## src/rtl/imh_pkg.sv

```systemverilog
package imh_pkg;

	localparam int KEY_BITS = 64;
	localparam int POS_BITS = 10;
	localparam int TOTAL_BITS = 11;
	localparam int HANDLE_PORT_BITS = 16;

	localparam logic OP_UPSERT = 1'b0;
	localparam logic OP_DELETE = 1'b1;

	localparam logic KIND_MOVE = 1'b0;
	localparam logic KIND_DONE = 1'b1;

	localparam logic [1:0] ST_OK = 2'd0;
	localparam logic [1:0] ST_BAD_DELETE = 2'd1;
	localparam logic [1:0] ST_FULL = 2'd2;

	// One command word as it travels from the front end to the engine.
	typedef struct packed {
		logic                        opcode;
		logic [POS_BITS-1:0]         position;
		logic [KEY_BITS-1:0]         key_value;
		logic [HANDLE_PORT_BITS-1:0] owner_handle;
	} cmd_t;

	// One result word.
	typedef struct packed {
		logic                        kind;
		logic [HANDLE_PORT_BITS-1:0] moved_handle;
		logic [POS_BITS-1:0]         new_position;
		logic [1:0]                  status;
		logic [TOTAL_BITS-1:0]       entry_total;
		logic [KEY_BITS-1:0]         min_key;
		logic [HANDLE_PORT_BITS-1:0] min_handle;
		logic                        last;
	} res_t;

endpackage

```

## src/rtl/imh_fifo.sv

```systemverilog
module imh_fifo import imh_pkg::*; #(
	parameter int WIDTH = 8,
	parameter int DEPTH_BITS = 1
) (
	input  logic             clk,
	input  logic             arst_n,
	input  logic             wr_en,
	input  logic [WIDTH-1:0] wr_data,
	output logic             full,
	input  logic             rd_en,
	output logic [WIDTH-1:0] rd_data,
	output logic             empty
);

	localparam int DEPTH = 1 << DEPTH_BITS;

	logic [WIDTH-1:0]    mem_q [DEPTH];
	logic [DEPTH_BITS:0] wp_q;
	logic [DEPTH_BITS:0] rp_q;

	assign empty = (wp_q == rp_q);
	assign full = (wp_q[DEPTH_BITS-1:0] == rp_q[DEPTH_BITS-1:0]) &&
		(wp_q[DEPTH_BITS] != rp_q[DEPTH_BITS]);
	assign rd_data = mem_q[rp_q[DEPTH_BITS-1:0]];

	always_ff @(posedge clk) begin
		if (wr_en && !full) begin
			mem_q[wp_q[DEPTH_BITS-1:0]] <= wr_data;
		end
	end

	always_ff @(posedge clk or negedge arst_n) begin
		if (!arst_n) begin
			wp_q <= '0;
			rp_q <= '0;
		end else begin
			if (wr_en && !full) begin
				wp_q <= wp_q + 1'b1;
			end
			if (rd_en && !empty) begin
				rp_q <= rp_q + 1'b1;
			end
		end
	end

endmodule

```

## config.mk

```make
export PLATFORM = sky130hd
export DESIGN_NAME = imh_fifo
export DESIGN_NICKNAME = d
export VERILOG_FILES = /design/src/rtl/imh_pkg.sv /design/src/rtl/imh_fifo.sv
export SDC_FILE = /design/constraint.sdc
export NUM_CORES = 1
export LEC_CHECK = 0
export BUFFER_PORTS_ARGS = -buffer_cell sky130_fd_sc_hd__buf_4
export CAP_MARGIN = 10
export CORE_UTILIZATION = 49
export DETAILED_ROUTE_END_ITERATION = 12
export PLACE_DENSITY = 0.75
export SLEW_MARGIN = 25
export SYNTH_ARGS = -nofsm -noshare
export SYNTH_HDL_FRONTEND = slang
export SYNTH_SLANG_ARGS = --single-unit
```

## constraint.sdc

```tcl
create_clock -name clk -period 2.1 [get_ports clk]
set_clock_uncertainty 0.05 [all_clocks]
set_input_delay 0.315 -clock clk [delete_from_list [all_inputs] [get_ports clk]]
set_output_delay 0.315 -clock clk [all_outputs]
set_load 0.1 [all_outputs]
```

Yosys cells after proc, flatten, opt, wreduce, memory -nomap -nowiden. Memories as Yosys holds them, arrays and structs flattened. Index checks and enable logic that the tools add are counted.

Memories: 1. Word-level logic and storage cells: 15. Output and inout bits: 10. Flip-flop bits (word level): 4. Latch bits: 0. Bits in writable memories: 16. Input port bits: 12. Memory bits (read-only): 0.

Memory list: mem_q (words 2, bits a word 8, read ports 1, clocked after memory_dff 0, wr ports 1, line imh_fifo.sv:17) `logic [WIDTH-1:0] mem_q [DEPTH];`.

Shifts and indexed selects: 0. Mux-type cells: 2. Add/subtract/negate cells: 2. Div/mod/pow operators: 0. Equal/unequal tests: 3. Reduce and logical (&&, ||, !) cells: 5. Bitwise logic cells: 0. Multiply operators: 0. Order comparisons: 0.

Operators with widths (number): adder 2 x 1 -> 2 bit, second input constant (2); logical AND 1 bit (3); == test 2 bit (1); logical NOT 1 bit (2); 2-to-1 mux 1 bit (2); == test 1 bit (1); != test 1 bit (1).

Logic depth before layout (Yosys ltp). Gate-level depths: netlist (run 1).

Depth after elaboration: 6. Depth in mapped cells: 4.

Worst setup path after synthesis (run 1). No wires, ideal clock.

Path kind: register to output. Start point: register rp_q[0]. End point: output empty. Cell stages (with the launch flop): 5. Path slack: -0.347 ns. Data arrival time: 2.082 ns. Cells stage by stage: dfrtp_1 buf_2 buf_4 xor2_1 nor2_1.

Longest elaborated chain between the ends: 1.

Ends and longest elaborated chain: start: declaration (line imh_fifo.sv:19) `logic [DEPTH_BITS:0] rp_q;`; start signal: assignment (line imh_fifo.sv:41) `rp_q <= rp_q + 1'b1;`; == test 2 bit (line imh_fifo.sv:21) `assign empty = (wp_q == rp_q);`; end: declaration (line imh_fifo.sv:12) `output logic empty`.

Every way passes these cells.

Final worst setup path (run 1).
Start point: register rp_q[0]. End point: output rd_data[5].

Longest elaborated chain between the ends: 1.

Ends and longest elaborated chain: memory (2 x 8 bit); end: declaration (line imh_fifo.sv:11) `output logic [WIDTH-1:0] rd_data,`.

Every way passes these cells.

==> impl_metrics.tcl, run 1 <==
set metrics [dict create \
    status "finished clean" \
    numCtsBuffers 3 \
    yosysSeqAreaShare_pct 69.67 \
    rows 14 \
    grt_usage_pct 15.94 \
    fmax_mhz 541.9 \
    stdcell_count 95 \
    clkTransAtPathRegs_ns 0.10 \
    cp_cell_sequence "mux2_2 > buf_4" \
    start_util_pct 54.06 \
    antenna_found_initial 0 \
    max_slew_margin_pct 75.20 \
    grt_first_pass_wirelength_um 2097 \
    cts_root_buf "clkbuf_4" \
    max_stage_delay_ns 0.57 \
    htreeDepth 1 \
    finalInstanceArea_um2 1046 \
    ant_nets 0 \
    drt-vias-per-instance 5.337 \
    die_x_um 43.24 \
    drc_errors 0 \
    slew_viol_final 0 \
    synth_seq_cells 20 \
    slowest_stage "dfrtp_2" \
    worst_pin_slew_ns 0.3706 \
    io_buffers 21 \
    synth_compound_area_share_pct 5.556 \
    startpoint_type "flip-flop" \
    grt_max_degree 17 \
    critical_path_buf_inv_count 1 \
    drtIter0Drc 8 \
    synth_fp_nets 66 \
    endpoint_kind "output pin" \
    yosys_warnings 0 \
    whs_ns 0.1516 \
    clock_sinks 20 \
    grt_setup_unrepaired "no" \
    insertedDiodeCount 0 \
    globalRoute.totalOverflow 0 \
    critPathRequiredTime_ns 1.74 \
    avgSynthCellArea_um2 15.43 \
    finalCritPeriodShare_pct 87.87 \
    timing.setup.tns_ns 0 \
    tritoncts "built" \
    synthCells 54 \
    synthMuxAreaShare_pct 13.36 \
    grt_pass1_vias 503 \
    dpl.cell_count 90 \
    hold_viol 0 \
    cpLargestDelayFamily "flip-flops" \
    gp_congestion 0.7844 \
    setup-violations-final 0 \
    synthAdderAreaFrac_pct 0 \
    drtPass1Iterations 4 \
    synth-xor-area-share_pct 4.054 \
    path_class "flip-flop to output pin" \
    syn_area_um2 833.3 \
    clk_latency_ns 0.29 \
    fill_cells 119 \
    critPathMaxFanout 16 \
    layout-drive-gt1-share_pct 46.84 \
    cp.arrival_ns 1.48 \
    nets 92 \
    hold_class "input port to flip-flop" \
    synth_top_family_by_area "multiplexers" \
    synth.distinct_cells 20 \
    syn_to_final_growth_pct 25.53 \
    die_h_um 43.24 \
    hpwl_um 886.9 \
    io_pins 22 \
    vias 507 \
    wl_per_cell_um 12.96 \
    placed_cell_area_um2 1008 \
    drv_cap 0 \
    yosys.area_share.simple_pct 5.255 \
    post-route-min-period_ns 1.845 \
    clock_path_buffers 2 \
    core_um2 1541 \
    drt_wl_total_um 1231 \
    fp.dieArea_um2 1870 \
]
## kinds of logic (layout without fill, tap and decap cells)
family | Yosys count | after routing
flip-flops | 20 | 20
multiplexers | 10 | 10
AND/OR/NAND/NOR | 10 | 10
AO/OA/AOI/OAI | 8 | 8
XOR/XNOR | 3 | 3
buffers and inverters | 3 | 28
## layout by cell type, fill, tap and decap left out
master,synthesis,routed
nor2_1,5,5
nand2b_1,2,2
mux2i_1,1,1
dlygate4sd3_1,0,1
o21ai_0,1,1
xor2_1,1,1
dfrtp_1,4,3
mux2_2,9,9
clkinv_1,0,1
xnor2_1,1,1
a21oi_1,3,3
nand3_1,1,1
xor2_2,1,1
a31oi_1,1,1
clkbuf_4,0,3
a21boi_0,1,1
dfrtp_2,0,1
buf_4,1,23
edfxtp_1,16,16
o21ai_1,1,1
nand2_1,2,2
o211ai_1,1,1
## state kept, by name, indices dropped and copies added, names as in the netlist
register,cells
wp_q,2
rp_q,2
mem_q,16
## what timing repair did
action,4_1_cts,5_1_grt
endpoints found under the hold margin,4,0
hold buffers,1,0
gates resized for setup,0,1
setup endpoints to repair,0,10
buffers inserted,0,0
## worst paths after layout
path	startpoint	cells past startpoint	to	slack, ns
worst max-delay path	rp_q[0]	2	rd_data[5]	0.25
worst min-delay path	wr_data[0]	1	mem_q[1][0]	0.15
worst max register to register	rp_q[1]	4	mem_q[0][1]	0.43
worst min register to register	wp_q[1]	2	wp_q[1]	0.57
max in group asynchronous	arst_n	2	rp_q[0]	1.60
min in group asynchronous	arst_n	2	wp_q[0]	0.29
## Yosys cell counts
cell | n | area [um2]
o21ai_0 | 1 | 5.000
dfrtp_1 | 4 | 100.1
buf_4 | 1 | 7.510
o21ai_1 | 1 | 5.000
xnor2_1 | 1 | 8.760
buf_2 | 1 | 5.000
a21boi_0 | 1 | 7.510
clkbuf_2 | 1 | 5.000
a31oi_1 | 1 | 6.260
edfxtp_1 | 16 | 480.5
nand2_1 | 2 | 7.510
nand3_1 | 1 | 5.000
xor2_1 | 1 | 8.760
o211ai_1 | 1 | 7.510
mux2i_1 | 1 | 10.01
mux2_2 | 9 | 101.4
nand2b_1 | 2 | 12.51
nor2_1 | 5 | 18.77
xor2_2 | 1 | 16.27
a21oi_1 | 3 | 15.01
## final cells by class
type	count	area, um2	share of cell area, %
sequential	20	581.8	55.62
multi-input combinational	31	235.2	22.49
timing repair buffer	24	182.7	17.46
clock buffer	3	22.52	2.153
tap	16	20.02	1.914
clock inverter	1	3.754	0.3589
## metrics by stage
stage | util, % | worst slack [ns]
5_1_grt | 67.86 | 0.1712
3_3_place_gp | 65.42 | 0.3833
2_1_floorplan | - | -0.3474
3_5_place_dp | 65.42 | 0.3743
6_report | 67.86 | 0.2547
4_1_cts | 67.78 | 0.06401
## routing by layer
layer	GRT usage (%)	share of wire [%]	up-vias
li1	-	-	249
met2	25.37	53	14
met3	3.830	4.4	2
met1	19.60	42	242
met4	9.091	0.73	0
met5	0	0	-
Power of run 1 is left out: the tool's default activity adds up to more than one toggle a clock period on the data nets, which glitch-free logic cannot reach.
==> inputs of run 2 (changes only) <==
ABC_AREA = 1   (was default)
CORE_UTILIZATION = 50   (was 49)
PLACE_DENSITY = 0.76   (was 0.75)
==> impl_metrics.tcl, run 2 <==
set metrics [dict create \
    drtPass1Iterations 4 \
    grt_setup_unrepaired "no" \
    numCtsBuffers 3 \
    path_class "flip-flop to output pin" \
    critPathRequiredTime_ns 1.74 \
    ff2ff_setup_slack_ns 0.38 \
    grt_max_degree 13 \
    clk_latency_ns 0.28 \
    gp_congestion 0.7809 \
    yosys_warnings 0 \
    cts_root_buf "clkbuf_4" \
    slew_viol_final 0 \
    hpwl_um 1041 \
    status "finished clean" \
    max_slew_margin_pct 73.88 \
    synth_ff_type "edfxtp_1" \
    rows 14 \
    synth_top_cell_area_share_pct 56.06 \
    tritoncts "built" \
    drc_errors 0 \
    worst_pin_slew_ns 0.3918 \
    hold_end "mem_q[0][3]" \
    synthCells 82 \
    dpl.cell_count 118 \
    fmax_mhz 509.9 \
    grt_usage_pct 15.26 \
    post-route-min-period_ns 1.961 \
    syn_area_um2 857.1 \
    synth_seq_cells 20 \
    layout-drive-gt1-share_pct 30.19 \
    largest_register_ff_count 16 \
    met3_usage_pct 4.167 \
    r2r_start "rp_q[0]" \
    whs_path_depth 1 \
    r2r-end "mem_q[0][2]" \
    synth_fp_nets 94 \
    ant_nets 0 \
    startpoint_type "flip-flop" \
    drt_wl_total_um 1311 \
    io_pins 22 \
    synthTopCellsByCount "41 x nand2_1, 16 x edfxtp_1, 7 x inv_1, 4 x dfrtp_1, 4 x nand3_1" \
    vias 574 \
    final_util_pct 67.98 \
    endpoint_kind "output pin" \
    clock_path_buffers 2 \
    asyncSetResetFlopFracSynth_pct 20.00 \
    insertedDiodeCount 0 \
    finalCritPeriodShare_pct 93.38 \
    yosysSeqAreaShare_pct 67.74 \
    synth.distinct_cells 10 \
    hold_path.startpoint "wr_data[3]" \
    die_x_um 43.40 \
    drv_cap 0 \
    clock_sinks 20 \
    core_um2 1559 \
    critPathMaxFanout 12 \
    avgSynthCellArea_um2 10.45 \
    drt-vias-per-instance 4.705 \
    grt_pass1_vias 524 \
    mostFrequentLayoutCells "41 x nand2_1, 21 x buf_4, 16 x edfxtp_1" \
    io_buffers 21 \
    cp.arrival_ns 1.60 \
    setup-violations-final 0 \
    die_h_um 43.40 \
    use_met2_pct 27.27 \
    syn_to_final_growth_pct 23.65 \
    reg2reg_depth 6 \
    wl_per_cell_um 10.75 \
    synth_most_common_cell "nand2_1" \
    start_util_pct 54.98 \
    timing.setup.tns_ns 0 \
    mostFrequentLayoutCell "nand2_1" \
    synth-edff-count 16 \
    drtIter0Drc 12 \
    synthTopCellsByArea "edfxtp_1 56%, nand2_1 18%, dfrtp_1 12%, nand2_4 3.9%, inv_1 3.1%" \
    grt_first_pass_wirelength_um 2049 \
    grt.met1_usage_pct 18.34 \
    hold_class "input port to flip-flop" \
    synth_largest_area_cell "edfxtp_1" \
    grt_busiest_layer "met2" \
    antenna_found_initial 0 \
    clkTransAtPathRegs_ns 0.10 \
    stdcell_count 122 \
    hold_viol 0 \
    globalRoute.totalOverflow 0 \
    fp.dieArea_um2 1884 \
    nets 120 \
    htreeDepth 1 \
]
-- run 2: cell count changes after synthesis, sizes merged, moves of 2 or more --
cell	previous run	this run
a21oi	3	0
inv	0	9
mux2	9	0
nand2	2	47
nand2b	2	0
nand3	1	4
nor2	5	0
o21ai	2	0
-- run 2: through the flow --
stage	hold slack [ns]	area, um2	setup WS (ns)
detailed placement	0.06855	1027	0.3718
CTS	0.1618	1060	0.1274
global route	0.1526	1060	0.05621
global placement	0.06584	1027	0.4293
finish	0.1638	1060	0.1390
floorplan	-0.03059	857.1	0.4220
-- run 2: routing by layer --
layer  wire length [um]  part of all wire [%]
met5                  0                     0
met4                 10                  0.76
met3                 53                   4.0
met2                713                    54
met1                532                    41
-- run 2: layout make-up --
| class | count | area [um2] |
|---|---|---|
| clock buffer | 3 | 22.52 |
| inverter | 9 | 33.78 |
| fill | 111 | 499.2 |
| timing repair buffer | 22 | 167.7 |
| multi-input combinational | 52 | 235.2 |
| sequential | 20 | 580.6 |
| tap | 16 | 20.02 |
-- run 2: worst max path at each step --
stage	slack [ns]	startpoint	depth (start not counted)	endpoint
floorplan	0.42	rp_q[0]	5	full
global placement	0.43	rp_q[0]	6	mem_q[0][4]
detailed placement	0.37	rp_q[0]	6	mem_q[0][4]
CTS	0.13	rp_q[0]	6	full
global route	0.06	rp_q[0]	6	full
finish	0.14	rp_q[0]	6	full
-- run 2: kinds of logic (layout without fill, tap and decap cells) --
kind of cell,Yosys count,after routing,synth area share (%)
xor+xnor,1,1,1.022
simple gates,51,51,26.42
buf+inv,10,34,4.819
flops,20,20,67.74
-- run 2: repair_timing --
item	CTS	global route
hold buffers	1	0
endpoints found under the setup margin	0	0
hold endpoints to repair	4	0
buffers inserted	0	0
resized for setup	0	0
-- run 2: critical path: stages (launching register included) --
cell and delay, ns:
dfrtp_1 0.53, inv_2 0.21, nand2_2 0.09, nand2_4 0.09, nand2_4 0.07, inv_1 0.05
buf_4 0.27
Power of run 2 is left out for the same reason.
